==> src/rtl/sins_pkg.sv <==
package sins_pkg;

  // request payloads
  typedef struct packed {
    logic signed [15:0] quat_w;
    logic signed [15:0] quat_x;
    logic signed [15:0] quat_y;
    logic signed [15:0] quat_z;
    logic signed [15:0] raw_accel_x;
    logic signed [15:0] raw_accel_y;
    logic signed [15:0] raw_accel_z;
  } in_req_t;

  typedef struct packed {
    logic signed [31:0] nav_accel_x;
    logic signed [31:0] nav_accel_y;
    logic signed [31:0] nav_accel_z;
    logic signed [31:0] vel_x;
    logic signed [31:0] vel_y;
    logic signed [31:0] vel_z;
    logic signed [39:0] pos_x;
    logic signed [39:0] pos_y;
    logic signed [39:0] pos_z;
    logic               stationary;
  } out_req_t;

  // controller states
  typedef enum logic [1:0] {
    ST_IDLE,
    ST_RUN,
    ST_DONE
  } state_t;

  // sequencer step numbers
  localparam int StepW = 6;
  typedef logic [StepW-1:0] step_t;

  localparam step_t S_DIV   = 6'd0;   // three reciprocal multiplies for /10
  localparam step_t S_SCL   = 6'd3;   // count * count_gain
  localparam step_t S_CMP   = 6'd6;   // (a - offset) * gain
  localparam step_t S_PP    = 6'd9;   // nine quaternion products
  localparam step_t S_MAT   = 6'd19;  // matrix elements from products
  localparam step_t S_ROT   = 6'd20;  // nine matrix * vector products
  localparam step_t S_NAV2  = 6'd30;  // finish z row
  localparam step_t S_GRAV  = 6'd31;  // gravity removal
  localparam step_t S_DB    = 6'd32;  // deadband and stationary flag
  localparam step_t S_VEL   = 6'd33;  // nav * dt
  localparam step_t S_POS   = 6'd36;  // vel * dt
  localparam step_t S_LAST  = 6'd39;

  // command from controller to datapath
  typedef struct packed {
    logic  load;
    logic  step_en;
    step_t step;
  } cmd_t;

  // register indexes
  localparam logic [2:0] REG_COUNT_GAIN = 3'd0;
  localparam logic [2:0] REG_OFFSET_X   = 3'd1;
  localparam logic [2:0] REG_OFFSET_Y   = 3'd2;
  localparam logic [2:0] REG_OFFSET_Z   = 3'd3;
  localparam logic [2:0] REG_GAIN_X     = 3'd4;
  localparam logic [2:0] REG_GAIN_Y     = 3'd5;
  localparam logic [2:0] REG_GAIN_Z     = 3'd6;

  // arithmetic constants
  localparam logic signed [25:0] RECIP10   = 26'sd52429;    // 2^19 / 10, rounded up
  localparam logic signed [25:0] DT_Q32    = 26'sd21474836;
  localparam logic signed [63:0] GRAV_BIAS = 64'sd649124;
  localparam logic signed [31:0] DBX_LIM   = 32'sd1310;
  localparam logic signed [31:0] DBYZ_LIM  = 32'sd1966;
  localparam logic signed [34:0] ONE_Q28   = 35'sd268435456;

  function automatic logic signed [31:0] sat32(input logic signed [63:0] v);
    logic signed [63:0] hi;
    logic signed [63:0] lo;
    hi = 64'sd2147483647;
    lo = -64'sd2147483648;
    if (v > hi) return 32'sh7fffffff;
    else if (v < lo) return 32'sh80000000;
    else return v[31:0];
  endfunction

  function automatic logic signed [39:0] sat40(input logic signed [63:0] v);
    logic signed [63:0] hi;
    logic signed [63:0] lo;
    hi = 64'sd549755813887;
    lo = -64'sd549755813888;
    if (v > hi) return 40'sh7fffffffff;
    else if (v < lo) return 40'sh8000000000;
    else return v[39:0];
  endfunction

  // column of matrix element k (row-major)
  function automatic logic [1:0] col_of(input logic [3:0] k);
    case (k)
      4'd0, 4'd3, 4'd6: return 2'd0;
      4'd1, 4'd4, 4'd7: return 2'd1;
      default:          return 2'd2;
    endcase
  endfunction

endpackage

==> src/rtl/sins_ctrl.sv <==
module sins_ctrl import sins_pkg::*; (
  input  logic clk,
  input  logic rst_n,
  input  logic in_valid,
  output logic in_stall,
  output logic out_valid,
  input  logic out_stall,
  output cmd_t cmd
);

  state_t state_r, state_nxt;
  step_t  step_r, step_nxt;

  // state and step registers
  always_ff @(posedge clk) begin
    if (!rst_n) begin
      state_r <= ST_IDLE;
      step_r  <= '0;
    end else begin
      state_r <= state_nxt;
      step_r  <= step_nxt;
    end
  end

  // next state and commands
  always_comb begin
    state_nxt   = state_r;
    step_nxt    = step_r;
    in_stall    = 1'b1;
    out_valid   = 1'b0;
    cmd.load    = 1'b0;
    cmd.step_en = 1'b0;
    cmd.step    = step_r;
    case (state_r)
      ST_IDLE: begin
        in_stall = 1'b0;
        if (in_valid) begin
          cmd.load  = 1'b1;
          state_nxt = ST_RUN;
          step_nxt  = '0;
        end
      end
      ST_RUN: begin
        cmd.step_en = 1'b1;
        if (step_r == S_LAST) begin
          state_nxt = ST_DONE;
        end else begin
          step_nxt = step_r + 1'b1;
        end
      end
      ST_DONE: begin
        out_valid = 1'b1;
        if (!out_stall) state_nxt = ST_IDLE;
      end
      default: state_nxt = ST_IDLE;
    endcase
  end

endmodule

==> config.mk <==
export PLATFORM = sky130hd
export DESIGN_NAME = sins_ctrl
export DESIGN_NICKNAME = d
export VERILOG_FILES = /design/src/rtl/sins_pkg.sv /design/src/rtl/sins_ctrl.sv
export SDC_FILE = /design/constraint.sdc
export NUM_CORES = 1
export LEC_CHECK = 0
export BUFFER_PORTS_ARGS = -buffer_cell sky130_fd_sc_hd__clkbuf_2
export CAP_MARGIN = 25
export CORE_AREA = 2 2 39 41
export DETAILED_ROUTE_END_ITERATION = 10
export DIE_AREA = 0 0 41 43
export SLEW_MARGIN = 20
export SYNTH_ARGS = -nofsm -noshare
export SYNTH_HDL_FRONTEND = slang
export SYNTH_SLANG_ARGS = --single-unit
export TNS_END_PERCENT = 20
==> constraint.sdc <==
create_clock -name clk -period 1.3 [get_ports clk]
set_input_delay 0.13 -clock clk [delete_from_list [all_inputs] [get_ports clk]]
set_output_delay 0.13 -clock clk [all_outputs]
set_load 0.05 [all_outputs]
==> summary.txt, run 1 <==
Status
  – Outcome: finished, violations left
  – Failing checks: negative setup slack

Power and ir drop
  – Pwr dens: 942.2 nW/um^2
  – Pwr Total: 0.6236 mW
  – Worst VDD drop: 525.6 uV
  – LEAKAGE: 0.2900 nW
  – Sw Ratio: 0.3077
  – Psw: 0.1919 mW
  – Power share of the combinational group: 0.242
  – Clk pwr share: 0.347
  – Int Power: 0.4317 mW
  – Sequential Power Share: 0.412

Setup path
  – Crit Path Category: flop to primary output
  – CP Cell Sequence: or3b_4, inv_2, clkbuf_16
  – Required time worst endpoint: 1170 ps
  – Worst path buffer plus inverter count: 2
  – Top Family by Delay on Critical Path: simple AND/OR/NAND/NOR gates
  – Setup crit start kind: flop
  – Worst stage delay on the critical path: 400 ps
  – CP Max Fanout: 4
  – WP data arrival: 1210 ps
  – Critical Path End Type: primary output
  – CP max-delay cell: or3b_4

Synth
  – Seq cells post-synth: 8
  – Synth Cell Area: 471.7 sq um
  – Yosys top cell by area: dfxtp_1
  – Cells after synthesis: 53
  – Register area share after synthesis: 0.3395
  – Synth top area cells: dfxtp_1 (34%), a21oi_1 (6.4%), nand2_1 (5.6%)
  – Number of flops mapped to enable cells by yosys: 0
  – Syn_nets: 58
  – Synth Flop Type: dfxtp_1
  – Mean Syn Cell Area: 8.900 sq um
  – Share of synthesized flip-flops with an asynchronous set or reset: 0
  – Commonest cells post-synth: dfxtp_1 (8), nand2_1 (7), a21oi_1 (6), nand2b_1 (3)
  – Count leader, synth: dfxtp_1
  – Post-synth cell types: 30
  – Yosys warning count: 0
  – Synth top area share: 0.3395

Global routing
  – Vias in the first global route: 408
  – Largest net degree at the start of global routing: 10
  – First-pass GRT wire length: 1807 um
  – Grt total ovfl: 0
  – Gr usage total: 0.1521
  – Initial antenna violation count: 0

Drt
  – Total detailed-routing wirelength: 1067 um
  – DR vias: 466
  – Routed wire per std cell: 11.99 um
  – Antenna Nets Post-Route: 0
  – Initial detailed-routing violation count: 1
  – Drt first pass iters: 4
  – Vias/cell: 5.236
  – DR DRC count: 0

Placement
  – Pre-CTS WS: 55.69 ps
  – Placer Congestion: 0.7203
  – Hpwl dp: 780.4 um
  – Placed cell count: 84
  – IO buf count: 13

Timing
  – Worst Tran Pin Value: 283.9 ps
  – Setup TNS: -43.43 ps
  – Min Tclk post-route: 1343 ps
  – Max Clock Freq: 744.4 MHz
  – Final Hold Fails: 0
  – Period utilization: 1.033
  – Slew Viols, Final: 0
  – Max-slew headroom: 0.8099
  – Setup WS post-layout: -43.43 ps
  – RSZ-0062 raised after global routing: yes
  – Setup Skew: 12.13 ps
  – Setup violators final: 1

Worst hold path
  – Worst Hold Class: input port to flop

Floorplanning
  – Die Ht: 43 um
  – IO Count: 14
  – Die area: 1763 sq um
  – Starting density of the core: 0.3409
  – Core ar.: 1384 sq um
  – Die width: 41 um
  – Core Rows: 14

Layout
  – Non-filler cells in the finished layout: 89
  – FF/Latch Area: 172.7 sq um
  – Final #Nets: 79
  – Layout Utilization: 0.4783
  – Ant. Diodes: 0
  – Area Overhead vs Synth: 40.32%
  – Fill cells: 142
  – Layout cells sized above 1: 0.5616
  – Footprint of the multi-input gates: 284.0 sq um

Clock network
  – CTS clock-pin slew for the worst setup and hold paths: 50 ps
  – # clock sinks: 8
  – CTS max path bufs: 2
  – Root Driver: clkbuf_4
  – CTS tree: built
  – Num CTS Buffers: 3
  – H-Tree Depth: 1
  – Worst-Skew Late Latency: 270 ps

Flow run
  – Maxcap violations: 0
kinds of logic (layout without fill, tap and decap cells):
kind of cell               count (synthesis)  count (layout)  synth area share
AOI/OAI and AO/OA                         15              15            0.2149
buffers and inverters                      6              26           0.07426
muxes                                      1               1           0.02122
and+or+nand+nor                           21              21            0.3051
DFF                                        8               8            0.3395
xor gates and xnor gates                   1               1           0.01857
adders and majority gates                  1               1           0.02652
worst reg2reg max path: cells and delay by family, from the launching register on:
| family | cells | cell delay, ps |
|---|---|---|
| simple gates | 2 | 580 |
| flops | 1 | 350 |
| buf+inv | 1 | 110 |
| compound gates | 1 | 100 |
cells in the final DEF, fill, tap and decap left out, types with 2 or more instances in the layout:
cell type and instances:
a21oi_1 6, nand3_1 2, buf_4 7, clkbuf_4 3
inv_2 2, clkbuf_2 9, nand2_1 7, dfxtp_2 7
nand2b_1 3, o211ai_1 2
metrics by stage:
step | instance area, sq um | hold slack [ps]
finish | 661.9 | 120.8
global placement | 583.1 | 377.5
CTS | 661.9 | 121.1
global route | 661.9 | 150.2
floorplan | 484.2 | 266.0
detailed placement | 583.1 | 393.9
state kept, by name, indices dropped and copies added (netlist names):
register and flops:
state_r 2, step_r 6
layer usage:
| metal | share of wire | global-route usage |
|---|---|---|
| met4 | 0.027 | 0.1000 |
| met3 | 0.030 | 0.03141 |
| met5 | 0 | 0 |
| met2 | 0.50 | 0.2125 |
| met1 | 0.45 | 0.2013 |
power by group through the flow:
stage | combinational [mW] | sequential, mW | clock (mW)
after floorplan | 0.0765 | 0.279 | 0
after CTS | 0.150 | 0.256 | 0.220
after detailed placement | 0.129 | 0.261 | 0
final | 0.151 | 0.257 | 0.216
after global placement | 0.129 | 0.260 | 0
after global routing | 0.159 | 0.257 | 0.233
final timing paths:
path               from          to  slack [ps]  depth (start not counted)
max          state_r[1]      cmd[7]         -40                          3
min           out_stall  state_r[1]         120                          3
max reg2reg  state_r[0]   step_r[5]          70                          4
min reg2reg   step_r[4]   step_r[4]         480                          1
area by class of cell:
| cell class | count | share of cell area |
|---|---|---|
| repair buffers | 19 | 0.2231 |
| well taps | 16 | 0.03025 |
| inverters | 3 | 0.01701 |
| clock buffers | 4 | 0.03970 |
| flip-flops and latches | 8 | 0.2609 |
| multi-input cells | 39 | 0.4291 |
timing repair:
item,4_1_cts,5_1_grt
gates resized for setup,13,2
setup buffers,1,0
hold buffers,0,0
pin swaps,1,0
hold endpoints to repair,0,0
endpoints found under the setup margin,4,3
Note: power is estimated with default switching activity, not from simulation.
==> run 2: changes to the inputs <==
clock period = 1.5 ns   (was 1.3 ns; I/O delays follow)
==> summary.txt, run 2 (synthesis results as in run 1) <==
Status
  – Outcome: finished clean

Timing
  – RSZ-0062 raised after global routing: no
  – Period utilization: 0.9499
  – Final Hold Fails: 0
  – Worst Tran Pin Value: 303.1 ps
  – Slew Viols, Final: 0
  – Max-slew headroom: 0.7975
  – Setup Skew: 6.994 ps
  – Max Clock Freq: 701.8 MHz
  – Setup TNS: 0 ps
  – Setup violators final: 0
  – Min Tclk post-route: 1425 ps

Placement
  – Placer Congestion: 0.7447
  – Placed cell count: 80
  – IO buf count: 13
  – Hpwl dp: 723.3 um

Global routing
  – M1 GR Usage: 0.2315
  – Gr usage total: 0.1586
  – Top Usage Layer GRT: met1
  – First-pass GRT wire length: 1883 um
  – Initial antenna violation count: 0
  – Vias in the first global route: 402
  – M2 GR Usage: 0.2031
  – Largest net degree at the start of global routing: 11
  – Grt total ovfl: 0
  – Met3 Use GR: 0.01571

Clock network
  – CTS tree: built
  – H-Tree Depth: 1
  – Root Driver: clkbuf_4
  – Num CTS Buffers: 3
  – Worst-Skew Late Latency: 260 ps
  – CTS max path bufs: 2
  – # clock sinks: 8
  – CTS clock-pin slew for the worst setup and hold paths: 60 ps
  – Post-CTS Setup Inserts: 0

Drt
  – Drt first pass iters: 2
  – DR vias: 441
  – Vias/cell: 5.313
  – Initial detailed-routing violation count: 1
  – Total detailed-routing wirelength: 1058 um
  – Routed wire per std cell: 12.75 um
  – DR DRC count: 0
  – Antenna Nets Post-Route: 0

Floorplanning
  – Core ar.: 1384 sq um
  – Die Ht: 43 um
  – Die width: 41 um
  – IO Count: 14
  – Core Rows: 14
  – Starting density of the core: 0.3409
  – Die area: 1763 sq um

Layout
  – Layout cells sized above 1: 0.4328
  – Biggest regs: step_r (6), state_r (2)
  – Biggest register: step_r
  – Final #Nets: 74
  – Fill cells: 152
  – Most frequent cells in the layout: clkbuf_2 (12), nand2_1 (7), a21oi_1 (6), dfxtp_1 (5)
  – Max reg flops: 6
  – Ant. Diodes: 0
  – Area Overhead vs Synth: 22.55%
  – FF/Latch Area: 163.9 sq um
  – Footprint of the multi-input gates: 279.0 sq um
  – Non-filler cells in the finished layout: 83
  – Commonest non-fill, non-tap cell in the layout: clkbuf_2

Worst hold path
  – Min-delay src: out_stall
  – Hold Path Sink: state_r[1]
  – WHS Path Cells: 3
  – Worst Hold Class: input port to flop

Setup path
  – Worst r2r path cells: 4
  – Required time worst endpoint: 1350 ps
  – Setup crit start kind: flop
  – FF-to-FF setup slack: 220 ps
  – Worst stage delay on the critical path: 410 ps
  – Reg-to-reg endpoint: step_r[5]
  – Critical Path End Type: primary output
  – CP max-delay cell: or3b_4
  – Critical R2R Launch: step_r[0]
  – CP Max Fanout: 5
  – CP Cell Sequence: or3b_4, inv_1, clkbuf_8
  – Crit Path Category: flop to primary output
  – WP data arrival: 1270 ps

Power and ir drop
  – Worst VDD drop: 343.5 uV
  – LEAKAGE: 0.2555 nW
  – Pwr dens: 875.1 nW/um^2

Flow run
  – Maxcap violations: 0
==> run 2: changes by cell type in the layout (fill, tap and decap cells not counted), sizes merged <==
cell / delta
buf: -7
clkbuf: +1
==> run 2: what timing repair did <==
item,4_1_cts,5_1_grt
resized for setup,3,0
hold buffers,0,0
setup endpoints to repair,1,0
==> run 2: area by class of cell <==
class / count / share of cell area
inverters: 3 / 0.01948
multi-input cells: 39 / 0.4827
flip-flops and latches: 8 / 0.2835
clock buffers: 3 / 0.03896
well taps: 16 / 0.03463
repair buffers: 14 / 0.1407
==> run 2: metal layers <==
| metal | wire length, um | vias up | share of wire |
|---|---|---|---|
| met5 | 0 | - | 0 |
| met4 | 21 | 0 | 0.020 |
| met3 | 27 | 4 | 0.026 |
| met2 | 532 | 8 | 0.50 |
| met1 | 477 | 205 | 0.45 |
| li1 | - | 224 | - |
==> run 2: metrics by stage <==
stage | area, sq um | hold slack (ps) | util | total power, mW | setup WS [ps]
CTS | 578.1 | 117.6 | 0.4177 | 0.5075 | 85.40
global placement | 544.3 | 382.1 | 0.3933 | 0.3301 | 193.4
detailed placement | 544.3 | 389.8 | 0.3933 | 0.3308 | 196.7
finish | 578.1 | 112.0 | 0.4177 | 0.5059 | 75.16
global route | 578.1 | 122.7 | 0.4177 | 0.5375 | 40.66
floorplan | 475.5 | 286.0 | - | 0.3093 | 51.19
==> run 2: worst max path at each step <==
stage	depth (start not counted)	end	from
floorplan	3	step_r[3]	step_r[3]
global placement	3	cmd[7]	state_r[1]
detailed placement	3	cmd[7]	state_r[1]
CTS	3	cmd[7]	state_r[1]
global route	3	cmd[7]	state_r[1]
finish	3	cmd[7]	state_r[1]
==> run 2: worst max-delay path, delay by kind of cell (launching register included) <==
family | cells | cell delay (ps)
AND/OR/NAND/NOR | 1 | 410
flip-flops | 1 | 350
buffers and inverters | 2 | 250
==> run 2: report_power, final <==
group | internal [mW] | switching, mW
Sequential | 0.219 | 0.00658
Combinational | 0.0348 | 0.0711
Clock | 0.0922 | 0.0823
==> run 3: changes to the inputs <==
clock period = 1.62 ns   (was 1.5 ns; I/O delays follow)
==> summary.txt, run 3 (synthesis results as in run 1) <==
Power and ir drop
  – Pwr Total: 0.4583 mW
  – Pwr dens: 806.9 nW/um^2
  – Int Power: 0.3148 mW
  – Psw: 0.1435 mW
  – Clk pwr share: 0.343
  – LEAKAGE: 0.2520 nW
  – Worst VDD drop: 395.1 uV
  – Sequential Power Share: 0.460
  – Sw Ratio: 0.3132
  – Power share of the combinational group: 0.196

Clock network
  – H-Tree Depth: 1
  – Post-CTS Setup Inserts: 0
  – CTS clock-pin slew for the worst setup and hold paths: 60 ps
  – # clock sinks: 8
  – CTS tree: built
  – Root Driver: clkbuf_4
  – Hold-fix buffers at CTS: 0
  – CTS max path bufs: 2
  – Worst-Skew Late Latency: 260 ps
  – Num CTS Buffers: 3

Timing
  – Setup WS post-layout: 125.3 ps
  – RSZ-0062 raised after global routing: no
  – Max-slew headroom: 0.8160
  – Min Tclk post-route: 1495 ps
  – Max Clock Freq: 669.0 MHz
  – Setup TNS: 0 ps
  – Setup violators final: 0
  – Final Hold Fails: 0
  – Setup Skew: 7.273 ps
  – Period utilization: 0.9227
  – Slew Viols, Final: 0
  – Worst Tran Pin Value: 274.8 ps

Layout
  – Most frequent cells in the layout: clkbuf_2 (12), dfxtp_1 (8), nand2_1 (7), a21oi_1 (6), clkbuf_4 (4)
  – Max reg flops: 6
  – Area Overhead vs Synth: 20.42%
  – Commonest non-fill, non-tap cell in the layout: clkbuf_2
  – Ant. Diodes: 0
  – Final #Nets: 74
  – Layout cells sized above 1: 0.3881
  – Biggest register: step_r
  – Biggest regs: step_r (6), state_r (2)

Setup path
  – Top Family by Delay on Critical Path: simple AND/OR/NAND/NOR gates
  – Critical Path End Type: primary output
  – Worst path buffer plus inverter count: 2
  – Setup crit start kind: flop
  – Required time worst endpoint: 1460 ps
  – Crit Path Category: flop to primary output
  – CP max-delay cell: or3b_4
  – CP Cell Sequence: or3b_4, inv_1, clkbuf_4
  – CP Max Fanout: 6
  – Worst stage delay on the critical path: 440 ps
  – WP data arrival: 1330 ps

Drt
  – Routed wire per std cell: 12.63 um
  – DR DRC count: 0
  – Total detailed-routing wirelength: 1048 um
  – Vias/cell: 5.169
  – Antenna Nets Post-Route: 0
  – DR vias: 429
  – Initial detailed-routing violation count: 8
  – Drt first pass iters: 4

Floorplanning
  – Die width: 41 um
  – Core Rows: 14
  – IO Count: 14
  – Core ar.: 1384 sq um
  – Die Ht: 43 um
  – Starting density of the core: 0.3409
  – Die area: 1763 sq um

Placement
  – Hpwl dp: 768.5 um
  – Placer Congestion: 0.7183
  – Pre-CTS WS: 235.6 ps
  – IO buf count: 13

Global routing
  – Largest net degree at the start of global routing: 11
  – Vias in the first global route: 386
  – Gr usage total: 0.1579
  – Grt total ovfl: 0
  – Initial antenna violation count: 0
  – First-pass GRT wire length: 1869 um

Status
  – Outcome: finished clean

Worst hold path
  – Worst Hold Class: input port to flop

Flow run
  – Maxcap violations: 0
## run 3: cell count changes in the layout (fill, tap and decap cells not counted)
cell      change
dfxtp_1       +3
dfxtp_2       -3
clkbuf_4      +1
clkbuf_8      -1
## run 3: final cells by class
type,count,area (sq um)
Clock buffer,3,22.52
Fill cell,144,815.8
Inverter,3,11.26
Multi-Input combinational cell,39,279.0
Sequential cell,8,160.2
Tap cell,16,20.02
Timing Repair Buffer,14,75.07
## run 3: metal layers
metal / wire [um] / global-route usage / up-vias
li1: - / - / 221
met1: 494 / 0.2233 / 197
met2: 505 / 0.2000 / 11
met3: 48 / 0.07853 / 0
met4: 0 / 0.06000 / 0
met5: 0 / 0 / -
## run 3: power groups by stage
stage / Sequential, mW / Combinational [mW] / Clock, mW
6_report: 0.211 / 0.0900 / 0.157
5_1_grt: 0.212 / 0.0990 / 0.181
4_1_cts: 0.211 / 0.0891 / 0.167
3_5_place_dp: 0.215 / 0.0878 / 0
3_3_place_gp: 0.215 / 0.0875 / 0
2_1_floorplan: 0.224 / 0.0612 / 0
## run 3: path summary, 6_finish.rpt
kind              start    endpoint  cells past startpoint  slack, ps
min reg2reg   step_r[5]   step_r[5]                      2        520
max          state_r[0]      cmd[7]                      3        130
min           out_stall  state_r[1]                      3        130
max reg2reg   step_r[0]   step_r[3]                      3        300
## run 3: stage by stage
| step | hold WS (ps) | area, sq um | instances | utilization |
|---|---|---|---|---|
| 4_1_cts | 127.9 | 565.5 | 83 | 0.4087 |
| 6_report | 133.4 | 568.0 | 83 | 0.4105 |
| 5_1_grt | 137.5 | 568.0 | 83 | 0.4105 |
| 3_5_place_dp | 404.5 | 540.5 | 80 | 0.3906 |
| 3_3_place_gp | 396.7 | 540.5 | 80 | 0.3906 |
| 2_1_floorplan | 298.0 | 471.7 | 53 | - |
## run 3: what timing repair did
item | in CTS | in global routing
hold endpoints to repair | 0 | 0
pin swaps | 0 | 0
endpoints found under the setup margin | 1 | 1
resized for setup | 1 | 1
## run 3: worst reg2reg max path, cell delays in order, from the launching register on
cell	delay, ps
dfxtp_1	360
ha_1	300
a31o_2	300
o32ai_1	270
